File: config.mk
export PLATFORM = sky130hd
export DESIGN_NAME = route_table_engine_unit
export DESIGN_NICKNAME = d
export VERILOG_FILES = /design/src/design/rte_pkg.sv /design/src/design/route_table_engine_unit.sv /design/src/design/rte_mem.sv /design/src/design/rte_cfg.sv /design/src/design/rte_ctrl.sv
export SDC_FILE = /design/constraint.sdc
export NUM_CORES = 2
export LEC_CHECK = 0
export ABC_AREA = 0
export BUFFER_PORTS_ARGS = -buffer_cell sky130_fd_sc_hd__buf_2
export CAP_MARGIN = 20
export CELL_PAD_IN_SITES_DETAIL_PLACEMENT = 0
export CELL_PAD_IN_SITES_GLOBAL_PLACEMENT = 2
export CORE_UTILIZATION = 49
export CTS_CLUSTER_SIZE = 12
export DETAILED_ROUTE_END_ITERATION = 16
export GPL_ROUTABILITY_DRIVEN = 0
export PLACE_DENSITY = 0.77
export SLEW_MARGIN = 20
export SYNTH_ARGS = -nofsm -noshare
export SYNTH_HDL_FRONTEND = slang
export SYNTH_SLANG_ARGS = --single-unit
File: constraint.sdc
create_clock -name i_clk -period 12.32 [get_ports i_clk]
set_clock_uncertainty 0.1 [all_clocks]
set_input_delay 2.464 -clock i_clk [delete_from_list [all_inputs] [get_ports i_clk]]
set_output_delay 2.464 -clock i_clk [all_outputs]
set_load 0.03 [all_outputs]
File: src/design/rte_pkg.sv
// Shared types and constants of the route table engine.
`timescale 1ns / 1ps

package rte_pkg;

    localparam int unsigned PADDR_W = 3;

    localparam logic [1:0] OP_UPDATE     = 2'd0;
    localparam logic [1:0] OP_LOOKUP     = 2'd1;
    localparam logic [1:0] OP_INVALIDATE = 2'd2;
    localparam logic [1:0] OP_NONE       = 2'd3;

    localparam logic [1:0] ST_IGNORED   = 2'd0;
    localparam logic [1:0] ST_INSERTED  = 2'd1;
    localparam logic [1:0] ST_REFRESHED = 2'd2;
    localparam logic [1:0] ST_KEPT      = 2'd3;

    localparam logic        REG_LIFETIME   = 1'b0;
    localparam logic [26:0] LIFETIME_RESET = 27'd60000;
    localparam logic [15:0] RESERVED_DEST  = 16'h0000;
    localparam logic [4:0]  MAX_REPORTS    = 5'd16;

    typedef struct packed {
        logic [1:0]  operation;
        logic [31:0] now_ms;
        logic [15:0] dest_id;
        logic [31:0] dest_seq;
        logic [7:0]  hops;
        logic [15:0] via_node;
    } t_cmd;

    typedef struct packed {
        logic [1:0]  status;
        logic        found;
        logic [15:0] route_dest;
        logic [15:0] route_next;
        logic [7:0]  route_hops;
        logic [31:0] route_seq;
        logic        last;
    } t_res;

    typedef struct packed {
        logic [15:0] dest;
        logic [31:0] seq;
        logic [7:0]  hops;
        logic [15:0] next;
        logic [31:0] expiry;
    } t_entry;

    typedef enum logic [1:0] {
        S_IDLE,
        S_COMP,
        S_ACT,
        S_INV
    } t_state;

endpackage

File: src/design/route_table_engine_unit.sv
// Top level of the route table engine.
`timescale 1ns / 1ps
// Route table engine: a table of routes kept in one synchronous memory.
// Command channel: drive i_cmd with start; the command transfers at a clock
// edge where start is high and busy is low.
// Result channel: each result appears on o_res for one cycle with
// o_res_valid high; last marks the final result of a command.
// Configuration: APB-style port, route lifetime at byte address 0; write
// it only while busy is low and no result is outstanding.
// Sequence of each command:
//   ignored update or unknown operation: one result, the cycle after the
//   transfer, busy stays low.
//   update, lookup or invalidate of an unknown route: one result, after
//   the compaction scan and the action state.
//   invalidate of a live route: the action state after compaction, then a
//   scan of the table, one result per invalidated route, at most sixteen,
//   the last as the scan ends.
// Busy falls as the last result appears; the next command may transfer then.
// The memory reads one entry per cycle during each scan.
// Reset clears the live count, so the table starts empty.
// The receiver cannot hold results off; none is ever repeated.

module route_table_engine_unit #(
    parameter int unsigned TABLE_DEPTH = 16
) (
    input  logic                        i_clk,
    input  logic                        i_rst_n,
    input  logic                        start,
    output logic                        busy,
    input  rte_pkg::t_cmd               i_cmd,
    output rte_pkg::t_res               o_res,
    output logic                        o_res_valid,
    input  logic                        psel,
    input  logic                        penable,
    input  logic                        pwrite,
    input  logic [rte_pkg::PADDR_W-1:0] paddr,
    input  logic [31:0]                 pwdata,
    output logic [31:0]                 prdata,
    output logic                        pready
);

    localparam int unsigned AW = $clog2(TABLE_DEPTH);
    localparam int unsigned CW = $clog2(TABLE_DEPTH + 1);

    logic [26:0]     lifetime;
    logic            rd_en;
    logic [AW-1:0]   rd_addr;
    rte_pkg::t_entry rd_data;
    logic            wr_en;
    logic [AW-1:0]   wr_addr;
    rte_pkg::t_entry wr_data;

    rte_cfg u_cfg (
        .i_clk      (i_clk),
        .i_rst_n    (i_rst_n),
        .psel       (psel),
        .penable    (penable),
        .pwrite     (pwrite),
        .paddr      (paddr),
        .pwdata     (pwdata),
        .prdata     (prdata),
        .pready     (pready),
        .o_lifetime (lifetime)
    );

    rte_mem #(
        .DEPTH (TABLE_DEPTH),
        .AW    (AW)
    ) u_mem (
        .i_clk     (i_clk),
        .i_rd_en   (rd_en),
        .i_rd_addr (rd_addr),
        .o_rd_data (rd_data),
        .i_wr_en   (wr_en),
        .i_wr_addr (wr_addr),
        .i_wr_data (wr_data)
    );

    rte_ctrl #(
        .DEPTH (TABLE_DEPTH),
        .AW    (AW),
        .CW    (CW)
    ) u_ctrl (
        .i_clk       (i_clk),
        .i_rst_n     (i_rst_n),
        .i_start     (start),
        .o_busy      (busy),
        .i_cmd       (i_cmd),
        .i_lifetime  (lifetime),
        .o_res       (o_res),
        .o_res_valid (o_res_valid),
        .o_rd_en     (rd_en),
        .o_rd_addr   (rd_addr),
        .i_rd_data   (rd_data),
        .o_wr_en     (wr_en),
        .o_wr_addr   (wr_addr),
        .o_wr_data   (wr_data)
    );

endmodule

File: src/design/rte_mem.sv
// Route entry memory: one write port, one registered read port.
`timescale 1ns / 1ps

module rte_mem #(
    parameter int unsigned DEPTH = 16,
    parameter int unsigned AW    = 4
) (
    input  logic            i_clk,
    input  logic            i_rd_en,
    input  logic [AW-1:0]   i_rd_addr,
    output rte_pkg::t_entry o_rd_data,
    input  logic            i_wr_en,
    input  logic [AW-1:0]   i_wr_addr,
    input  rte_pkg::t_entry i_wr_data
);

    rte_pkg::t_entry r_mem [DEPTH];
    rte_pkg::t_entry r_q;

    always_ff @(posedge i_clk) begin
        if (i_wr_en) begin
            r_mem[i_wr_addr] <= i_wr_data;
        end
    end

    always_ff @(posedge i_clk) begin
        if (i_rd_en) begin
            r_q <= r_mem[i_rd_addr];
        end
    end

    assign o_rd_data = r_q;

endmodule

File: src/design/rte_cfg.sv
// Configuration register block on the APB-style port.
`timescale 1ns / 1ps

module rte_cfg (
    input  logic                        i_clk,
    input  logic                        i_rst_n,
    input  logic                        psel,
    input  logic                        penable,
    input  logic                        pwrite,
    input  logic [rte_pkg::PADDR_W-1:0] paddr,
    input  logic [31:0]                 pwdata,
    output logic [31:0]                 prdata,
    output logic                        pready,
    output logic [26:0]                 o_lifetime
);

    logic [26:0] r_lifetime;
    logic        reg_sel;
    logic        wr_xfer;

    assign reg_sel = (paddr[rte_pkg::PADDR_W-1] == rte_pkg::REG_LIFETIME);
    assign wr_xfer = psel && penable && pwrite;

    always_ff @(posedge i_clk) begin
        if (!i_rst_n) begin
            r_lifetime <= rte_pkg::LIFETIME_RESET;
        end else if (wr_xfer && reg_sel) begin
            r_lifetime <= pwdata[26:0];
        end
    end

    assign prdata     = reg_sel ? {5'd0, r_lifetime} : 32'd0;
    assign pready     = 1'b1;
    assign o_lifetime = r_lifetime;

endmodule

File: src/design/rte_ctrl.sv
// Sequencer: compaction, route update, lookup and invalidate scans over the memory.
`timescale 1ns / 1ps

module rte_ctrl #(
    parameter int unsigned DEPTH = 16,
    parameter int unsigned AW    = 4,
    parameter int unsigned CW    = 5
) (
    input  logic            i_clk,
    input  logic            i_rst_n,
    input  logic            i_start,
    output logic            o_busy,
    input  rte_pkg::t_cmd   i_cmd,
    input  logic [26:0]     i_lifetime,
    output rte_pkg::t_res   o_res,
    output logic            o_res_valid,
    output logic            o_rd_en,
    output logic [AW-1:0]   o_rd_addr,
    input  rte_pkg::t_entry i_rd_data,
    output logic            o_wr_en,
    output logic [AW-1:0]   o_wr_addr,
    output rte_pkg::t_entry o_wr_data
);

    rte_pkg::t_state r_state, n_state;
    rte_pkg::t_cmd   r_cmd, n_cmd;
    logic [31:0]     r_expiry, n_expiry;
    logic [CW-1:0]   r_live, n_live;
    logic [CW-1:0]   r_ptr, n_ptr;
    logic [CW-1:0]   r_wr, n_wr;
    logic            r_rd_vld, n_rd_vld;
    logic [AW-1:0]   r_rd_idx, n_rd_idx;
    logic            r_hit, n_hit;
    logic [AW-1:0]   r_idx, n_idx;
    rte_pkg::t_entry r_hit_ent, n_hit_ent;
    logic            r_pend, n_pend;
    rte_pkg::t_entry r_pend_ent, n_pend_ent;
    logic [4:0]      r_nrep, n_nrep;
    rte_pkg::t_res   r_res, n_res;
    logic            r_res_vld, n_res_vld;

    logic            accept;
    logic            ignored;
    logic            issue;
    logic            scan_end;
    logic [31:0]     seq_diff;

    function automatic rte_pkg::t_res route_res(rte_pkg::t_entry e, logic last);
        rte_pkg::t_res r;
        r            = '0;
        r.found      = 1'b1;
        r.route_dest = e.dest;
        r.route_next = e.next;
        r.route_hops = e.hops;
        r.route_seq  = e.seq;
        r.last       = last;
        return r;
    endfunction

    assign accept   = i_start && (r_state == rte_pkg::S_IDLE);
    assign ignored  = (i_cmd.operation == rte_pkg::OP_NONE) ||
                      ((i_cmd.operation == rte_pkg::OP_UPDATE) &&
                       (i_cmd.dest_id == rte_pkg::RESERVED_DEST));
    assign issue    = (r_ptr < r_live);
    assign scan_end = !issue && !r_rd_vld;
    assign seq_diff = r_cmd.dest_seq - r_hit_ent.seq;

    always_comb begin
        n_state = r_state;
        unique case (r_state)
            rte_pkg::S_IDLE: begin
                if (accept && !ignored) begin
                    n_state = rte_pkg::S_COMP;
                end
            end
            rte_pkg::S_COMP: begin
                if (scan_end) begin
                    n_state = rte_pkg::S_ACT;
                end
            end
            rte_pkg::S_ACT: begin
                if ((r_cmd.operation == rte_pkg::OP_INVALIDATE) && r_hit) begin
                    n_state = rte_pkg::S_INV;
                end else begin
                    n_state = rte_pkg::S_IDLE;
                end
            end
            rte_pkg::S_INV: begin
                if (scan_end) begin
                    n_state = rte_pkg::S_IDLE;
                end
            end
            default: n_state = rte_pkg::S_IDLE;
        endcase
    end

    always_comb begin
        rte_pkg::t_entry dead_ent;
        dead_ent   = i_rd_data;
        dead_ent.expiry = '0;
        n_cmd      = r_cmd;
        n_expiry   = r_expiry;
        n_live     = r_live;
        n_ptr      = r_ptr;
        n_wr       = r_wr;
        n_rd_vld   = 1'b0;
        n_rd_idx   = r_rd_idx;
        n_hit      = r_hit;
        n_idx      = r_idx;
        n_hit_ent  = r_hit_ent;
        n_pend     = r_pend;
        n_pend_ent = r_pend_ent;
        n_nrep     = r_nrep;
        n_res      = '0;
        n_res_vld  = 1'b0;
        o_rd_en    = 1'b0;
        o_rd_addr  = r_ptr[AW-1:0];
        o_wr_en    = 1'b0;
        o_wr_addr  = r_wr[AW-1:0];
        o_wr_data  = i_rd_data;
        unique case (r_state)
            rte_pkg::S_IDLE: begin
                if (accept) begin
                    if (ignored) begin
                        n_res.last = 1'b1;
                        n_res_vld  = 1'b1;
                    end else begin
                        n_cmd    = i_cmd;
                        n_expiry = i_cmd.now_ms + {5'd0, i_lifetime};
                        n_ptr    = '0;
                        n_wr     = '0;
                        n_hit    = 1'b0;
                    end
                end
            end
            rte_pkg::S_COMP: begin
                if (issue) begin
                    o_rd_en  = 1'b1;
                    n_ptr    = r_ptr + 1'b1;
                    n_rd_vld = 1'b1;
                end
                if (r_rd_vld && (i_rd_data.expiry > r_cmd.now_ms)) begin
                    o_wr_en = 1'b1;
                    n_wr    = r_wr + 1'b1;
                    if (!r_hit && (i_rd_data.dest == r_cmd.dest_id)) begin
                        n_hit     = 1'b1;
                        n_idx     = r_wr[AW-1:0];
                        n_hit_ent = i_rd_data;
                    end
                end
                if (scan_end) begin
                    n_live = r_wr;
                end
            end
            rte_pkg::S_ACT: begin
                unique case (r_cmd.operation)
                    rte_pkg::OP_UPDATE: begin
                        n_res_vld        = 1'b1;
                        n_res.last       = 1'b1;
                        o_wr_data.dest   = r_cmd.dest_id;
                        o_wr_data.seq    = r_cmd.dest_seq;
                        o_wr_data.hops   = r_cmd.hops;
                        o_wr_data.next   = r_cmd.via_node;
                        o_wr_data.expiry = r_expiry;
                        if (!r_hit) begin
                            o_wr_en      = 1'b1;
                            n_res.status = rte_pkg::ST_INSERTED;
                            if (r_live == CW'(DEPTH)) begin
                                o_wr_addr = '0;
                                n_live    = CW'(1);
                            end else begin
                                o_wr_addr = r_live[AW-1:0];
                                n_live    = r_live + 1'b1;
                            end
                        end else if (!seq_diff[31]) begin
                            o_wr_en      = 1'b1;
                            o_wr_addr    = r_idx;
                            n_res.status = rte_pkg::ST_REFRESHED;
                        end else begin
                            n_res.status = rte_pkg::ST_KEPT;
                        end
                    end
                    rte_pkg::OP_LOOKUP: begin
                        n_res_vld = 1'b1;
                        if (r_hit) begin
                            n_res = route_res(r_hit_ent, 1'b1);
                        end else begin
                            n_res.last = 1'b1;
                        end
                    end
                    rte_pkg::OP_INVALIDATE: begin
                        if (!r_hit) begin
                            n_res_vld  = 1'b1;
                            n_res.last = 1'b1;
                        end else begin
                            n_ptr  = '0;
                            n_pend = 1'b0;
                            n_nrep = '0;
                        end
                    end
                    default: begin
                        n_res_vld  = 1'b1;
                        n_res.last = 1'b1;
                    end
                endcase
            end
            rte_pkg::S_INV: begin
                if (issue) begin
                    o_rd_en  = 1'b1;
                    n_ptr    = r_ptr + 1'b1;
                    n_rd_vld = 1'b1;
                    n_rd_idx = r_ptr[AW-1:0];
                end
                if (r_rd_vld && (i_rd_data.next == r_hit_ent.next) &&
                    (i_rd_data.expiry != 32'd0)) begin
                    o_wr_en   = 1'b1;
                    o_wr_addr = r_rd_idx;
                    o_wr_data = dead_ent;
                    if (r_nrep < rte_pkg::MAX_REPORTS) begin
                        n_nrep     = r_nrep + 1'b1;
                        n_pend     = 1'b1;
                        n_pend_ent = i_rd_data;
                        if (r_pend) begin
                            n_res     = route_res(r_pend_ent, 1'b0);
                            n_res_vld = 1'b1;
                        end
                    end
                end
                if (scan_end) begin
                    n_res_vld = 1'b1;
                    if (r_pend) begin
                        n_res = route_res(r_pend_ent, 1'b1);
                    end else begin
                        n_res.last = 1'b1;
                    end
                end
            end
            default: begin
                n_res_vld = 1'b0;
            end
        endcase
    end

    always_ff @(posedge i_clk) begin
        if (!i_rst_n) begin
            r_state   <= rte_pkg::S_IDLE;
            r_live    <= '0;
            r_rd_vld  <= 1'b0;
            r_res_vld <= 1'b0;
        end else begin
            r_state   <= n_state;
            r_live    <= n_live;
            r_rd_vld  <= n_rd_vld;
            r_res_vld <= n_res_vld;
        end
    end

    always_ff @(posedge i_clk) begin
        r_cmd      <= n_cmd;
        r_expiry   <= n_expiry;
        r_ptr      <= n_ptr;
        r_wr       <= n_wr;
        r_rd_idx   <= n_rd_idx;
        r_hit      <= n_hit;
        r_idx      <= n_idx;
        r_hit_ent  <= n_hit_ent;
        r_pend     <= n_pend;
        r_pend_ent <= n_pend_ent;
        r_nrep     <= n_nrep;
        r_res      <= n_res;
    end

    assign o_busy      = (r_state != rte_pkg::S_IDLE);
    assign o_res       = r_res;
    assign o_res_valid = r_res_vld;

endmodule
# Word-level counts from Yosys, hierarchy flattened
# Memories as Yosys holds them, arrays and structs flattened. A register that Yosys moved wholly into a read port is not among the register bits.
# Cells that the tools add are included.
[totals]
n_memories = 1
ramBits = 1664
out_inout_bits = 111
elab_cells = 178
input_bits = 147
regBits = 419
[classes]
bitwise_logic = 2
n_reduce_logical = 37
n_addsub = 6
eq_ne = 23
n_lt_le_gt_ge = 3
n_mux = 72
[mem_list]
columns = ["memory", "words", "word_bits", "read_ports", "rd_clocked_by_memory_dff", "wr", "line_no", "rtl"]
rows = [
  ["u_mem.r_mem", 16, 104, 1, 1, 1, "rte_mem.sv:17", "rte_pkg::t_entry r_mem [DEPTH];"],
]
[op_table]
columns = ["op", "count"]
rows = [
  ["$mux W76", 3],
  ["$pmux W104 S2", 1],
  ["$pmux W75 S2", 1],
  ["$mux W73", 2],
  ["$mux W104", 1],
  ["$mux W75", 1],
  ["$mux W74", 1],
  ["$mux W5", 12],
  ["$add A32 B27 Y32", 1],
  ["$eq A16 B16 Y1", 2],
  ["$gt A32 B32 Y1", 1],
  ["$mux W32", 1],
  ["$reduce_bool A32 Y1", 1],
  ["$sub A32 B32 Y32", 1],
  ["$pmux W5 S2", 3],
  ["$mux W27", 1],
  ["$mux W1", 26],
  ["$add A5 B1 Y5 const B", 4],
  ["$mux W4", 5],
  ["$ne A2 B1 Y1 const B", 10],
  ["$logic_not A16 Y1", 1],
  ["$pmux W5 S3", 1],
  ["$reduce_and A5 Y1", 3],
  ["$logic_and A1 B1 Y1", 12],
  ["21 further kinds", 48],
]

# Depth between registers and ports, before layout
[depth]
word_depth = 7
mapped_depth = 13
ltp_nobuf = 12

# Modules after synthesis
# From an unflattened synthesis, not the netlist that was laid out.
[unflattened]
cells_unflattened = 4260
area_unflattened_um2 = 84172.0
[by_module_without_submodules]
columns = ["module", "cells_per_inst", "area_per_inst_um2", "seq_area_each_um2", "n_inst"]
rows = [
  ["rte_mem", 2662, 65298.9, 53090.9, 1],
  ["rte_ctrl", 1443, 17494.3, 10920.5, 1],
  ["rte_cfg", 155, 1378.8, 540.5, 1],
]

# Least setup slack after synthesis
# Ideal clock, no wire load.
[synth_timing]
kind = "register -> register"
startpoint = "register u_ctrl.r_cmd[53] (netlist bit)"
endpoint = "memory u_mem.r_mem[1][0] (netlist bit), enable pin"
arrival_time_ns = 9.773
period_less_slack_ns = 10.568
required_time_ns = 11.525
path_slack_ns = 1.752
path_stages_with_launch = 13
n_path_buf = 2
setup_ns = 0.695
path_cell_list = "edfxtp_1 > ha_1 > nand4_1 > nor4_2 > a221o_1 > nor3_1 > o21a_1 > or2_0 > clkbuf_1 > and3_1 > or4b_1 > buf_2 > nor3_1"
[synth_via]
elab_chain_cells = 7
elab_cells_between_ends = 11
cone_classes = "1 x add/sub; 10 x mux"
[synth_lines]
columns = ["item", "line_no", "rtl"]
rows = [
  ["from (decl)", "rte_ctrl.sv:26", "rte_pkg::t_cmd r_cmd, n_cmd;"],
  ["from (signal assigned)", "rte_ctrl.sv:259", "r_cmd <= n_cmd;"],
  ["$sub A32 B32 Y32 (*)", "rte_ctrl.sv:66", "assign seq_diff = r_cmd.dest_seq - r_hit_ent.seq;"],
  ["$mux W1", "rte_ctrl.sv:175", "end else if (!seq_diff[31]) begin"],
  ["$mux W1", "rte_ctrl.sv:165", "if (!r_hit) begin"],
  ["$mux W1", "rte_ctrl.sv:156", "unique case (r_cmd.operation)"],
  ["$pmux W1 S3", "rte_ctrl.sv:121", "unique case (r_state)"],
  ["$mux W1", "rte_mem.sv:21", "if (i_wr_en) begin"],
  ["$mux W1 (implied by the code)", "rte_mem.sv:22", "r_mem[i_wr_addr] <= i_wr_data;"],
  ["to (decl)", "rte_mem.sv:17", ""],
]
# Mark *: on every way between the ends. The rest lies on a longest branch, timed or not.

# Worst setup path in the final report
[layout_timing]
startpoint = "register u_ctrl.r_state[0]"
endpoint = "memory u_mem.r_mem[4][60] (netlist bit), enable pin"
[layout_via]
elab_chain_cells = 4
elab_cells_between_ends = 7
cone_classes = "3 x eq/ne; 4 x mux"
[layout_lines]
columns = ["item", "line_no", "rtl"]
rows = [
  ["from (decl)", "rte_ctrl.sv:25", "rte_pkg::t_state r_state, n_state;"],
  ["from (signal assigned)", "rte_ctrl.sv:246", "r_state <= rte_pkg::S_IDLE;"],
  ["from (signal assigned)", "rte_ctrl.sv:251", "r_state <= n_state;"],
  ["$eq A2 B2 Y1 / $eq A2 B1 Y1 (equally long branches)", "rte_ctrl.sv:121", ""],
  ["$pmux W1 S3", "rte_ctrl.sv:121", ""],
  ["$mux W1", "rte_mem.sv:21", ""],
  ["$mux W1 (implied by the code)", "rte_mem.sv:22", ""],
]
# Several ways; a longest one is shown, not always the timed one.

==> impl_metrics.env <==
export IMPL_power_static_leakage_nw=31.3
export IMPL_vias=40400
export IMPL_finalSetupViolations=0
export IMPL_cts_tree="done"
export IMPL_post_route_drc_count=0
export IMPL_synthMostInstantiatedCell="edfxtp_1"
export IMPL_power_internal_w=0.0130
export IMPL_area_overhead_of_the_layout_relative_to_synthesis_pct=13.4
export IMPL_die_area_mm2=0.173
export IMPL_power_frac_comb=0.113
export IMPL_grt_pass1_vias=41500
export IMPL_pin_count_of_the_biggest_net_entering_global_routing=108
export IMPL_gr_usage_all_layers=0.229
export IMPL_critical_path_endpoint_type="register"
export IMPL_status="complete, no violations"
export IMPL_fmax_mhz=157
export IMPL_crit_type="register to register"
export IMPL_startpoint_kind_of_the_worst_setup_timing_path="register"
export IMPL_io_pins=258
export IMPL_cts_resized=0
export IMPL_tightestPinTransition_ns=1.19
export IMPL_slew_limit_headroom=0.198
export IMPL_gr_total_overflow=0
export IMPL_number_of_buffers_inserted_to_repair_setup_after_cts=0
export IMPL_yosys_warnings=0
export IMPL_dominantRegCellSynth="edfxtp_1"
export IMPL_initial_antenna_violation_count=3
export IMPL_synthesis_area_per_instance_um2=20.9
export IMPL_wl_um=197000
export IMPL_clk_pin_slew_worst_paths_ns=0.06
export IMPL_maxCapViolations=0
export IMPL_grt_first_pass_wirelength_um=285000
export IMPL_synth_top_cells_by_count="2,075 x edfxtp_1, 520 x mux4_2, 350 x nand2_1, 122 x clkbuf_1, 112 x dfxtp_1"
export IMPL_die_width_um=416
export IMPL_clock_sinks=2187
export IMPL_dpl_hpwl_um=105000
export IMPL_power_share_switching=0.231
export IMPL_worst_ir_drop_vdd_uv=150
export IMPL_post_synth_num_cell_types=72
export IMPL_cts_path_max_buffers=3
export IMPL_postSynthCellCount=4019
export IMPL_share_seq_of_total_power=0.509
export IMPL_final_hold_worst_slack_ns=0.348
export IMPL_ys_seq_area_frac=0.770
export IMPL_final_layout_size_suffix_gt1_frac=0.258
export IMPL_synthDominantCellAreaShare=0.743
export IMPL_rows=151
export IMPL_fill_cells=12700
export IMPL_starting_density=0.494
export IMPL_rsz0062_at_grt="no"
export IMPL_final_hold_viol_count=0
export IMPL_net_switching_power_w=0.00391
export IMPL_cts_hold_fix_buffers=0
export IMPL_maximum_fanout_along_the_worst_path=48
export IMPL_tritoncts_num_buffers=220
export IMPL_clk_insertion_delay_late_ns=0.85
export IMPL_async_reset_ff_frac=0
export IMPL_synth_edf_count=2075
export IMPL_p_clk_frac=0.377
export IMPL_totalPowerFinal_w=0.0169
export IMPL_ant_nets=0
export IMPL_power_density_mw_per_mm2=178
export IMPL_drt_iter0_markers=4195
export IMPL_drt_pass1_iterations=7
export IMPL_layout_core_utilization=0.560
export IMPL_post_synth_instance_area_mm2=0.0838
export IMPL_finalMaxSlewViolations=0
export IMPL_clockRootBuffer="clkbuf_16"
export IMPL_routedWlPerCell_um=29.0
export IMPL_final_nets=4663
export IMPL_synth_seq_cells=2187
export IMPL_synthTopCellsByArea="edfxtp_1 74%, mux4_2 14%, dfxtp_1 2.7%"
export IMPL_core_area_mm2=0.170
export IMPL_final_period_utilization=0.516
export IMPL_fin_crit_ns=6.36
export IMPL_worst_endpoint_arrival_ns=6.72
export IMPL_timing_setup_tns_ns=0
export IMPL_routed_via_density=5.93
export IMPL_port_buffer_count=244
export IMPL_required_time_worst_endpoint_ns=12.68
export IMPL_hp_class="register to register"
export IMPL_die_height_um=416
export IMPL_cts_max_level=4
export IMPL_synth_top_cell_by_area="edfxtp_1"
==> power by group through the flow <==
stage	logic [W]	clock network, W	registers, W
6_report	0.00192	0.00638	0.00862
4_1_cts	0.00195	0.00650	0.00862
3_3_place_gp	0.00192	0	0.00878
3_5_place_dp	0.00194	0	0.00878
2_1_floorplan	0.00141	0	0.00873
5_1_grt	0.00207	0.00678	0.00863
==> cells by family (layout without fill, tap and decap cells) <==
| family | Yosys count | in the layout | share of synthesized area |
|---|---|---|---|
| adder cells (fa/ha/maj) | 99 | 99 | 0.0149 |
| AO/OA/AOI/OAI | 298 | 298 | 0.0247 |
| XOR/XNOR | 71 | 71 | 0.00742 |
| multiplexers | 521 | 521 | 0.140 |
| buffers and inverters | 268 | 836 | 0.0123 |
| AND/OR/NAND/NOR | 573 | 573 | 0.0306 |
| other | 2 | 8 | 0.0000896 |
| flip-flops | 2187 | 2187 | 0.770 |
==> metrics by stage <==
| stage | instances | setup slack, ns | area (um^2) |
|---|---|---|---|
| after global placement | 6411 | 5.97 | 88100 |
| after detailed placement | 6412 | 5.93 | 88100 |
| after CTS | 6808 | 5.92 | 95000 |
| after global routing | 6809 | 5.69 | 95000 |
| after floorplan | 4023 | 1.75 | 83800 |
| final | 6811 | 5.96 | 95000 |
==> flip-flops by register name, indices dropped and copies added, names as in the netlist, 2 cells and up <==
register           cells
u_ctrl.r_wr            5
u_ctrl.r_rd_idx        4
u_ctrl.r_expiry       32
u_ctrl.r_ptr           5
u_ctrl.r_nrep          5
u_mem.r_mem         1664
u_mem.o_rd_data      104
u_cfg.o_lifetime      27
u_ctrl.r_pend_ent     72
u_ctrl.r_cmd         106
u_ctrl.r_state         2
u_ctrl.r_idx           4
u_ctrl.r_hit_ent      72
u_ctrl.r_live          5
u_ctrl.o_res          76
==> placed cells by master, fill, tap and decap left out, drive strengths merged, types with 5 or more instances in the layout <==
master	count
a221oi	5
ha	98
conb	6
o21a	9
o21ai	50
xnor2	43
nor3	31
buf	352
nor2	50
nand3	32
nand4	13
clkinv	48
a211oi	7
a21oi	77
nor2b	32
nor4	19
inv	94
xor2	28
bufinv	9
dfxtp	112
nand2	350
and3	11
edfxtp	2075
a22o	88
clkbuf	332
a21o	20
mux4	520
==> worst max-delay path: stages (launching register included) <==
cell	delay [ns]
dfxtp_1	0.59
clkinv_1	0.39
nand2_1	0.40
or3_4	0.83
buf_4	0.85
nor4_1	0.16
a21oi_1	0.20
o311ai_0	0.20
or3_1	0.53
nor3_2	0.25
buf_4	0.52
buf_4	0.85
==> area by class of cell <==
class                           instances  area [um^2]  share of cell area
Tap cell                             2218         2780              0.0292
Clock inverter                         64          722             0.00760
Clock buffer                          332         6170              0.0649
Sequential cell                      2187        64600               0.679
Multi-Input combinational cell       1568        18400               0.193
Timing Repair Buffer                  352         2090              0.0220
Inverter                               88          335             0.00353
Antenna cell                            2         5.00           0.0000527
==> layer usage <==
layer	track usage	vias to the layer above	routed length, um
met3	0.0334	233	10600
met4	0.0592	0	4110
met2	0.384	1248	100000
met1	0.317	21700	82300
li1	-	17200	-
met5	0	-	0
==> path summary, 6_finish.rpt <==
path | from | end | slack (ns) | cells after the start
worst min-delay path | u_ctrl.r_pend_ent[93]$_DFFE_PP_ | u_ctrl.o_res[62]$_DFF_P_ | 0.35 | 1
worst max-delay path | u_ctrl.r_state[0]$_SDFFE_PN0P_ | u_mem.r_mem[4][60]$_DFFE_PP_ | 5.96 | 11
worst max register to register | u_ctrl.r_state[0]$_SDFFE_PN0P_ | u_mem.r_mem[4][60]$_DFFE_PP_ | 5.96 | 11
worst min register to register | u_ctrl.r_pend_ent[93]$_DFFE_PP_ | u_ctrl.o_res[62]$_DFF_P_ | 0.35 | 1
(Power assumes the default switching activity.)
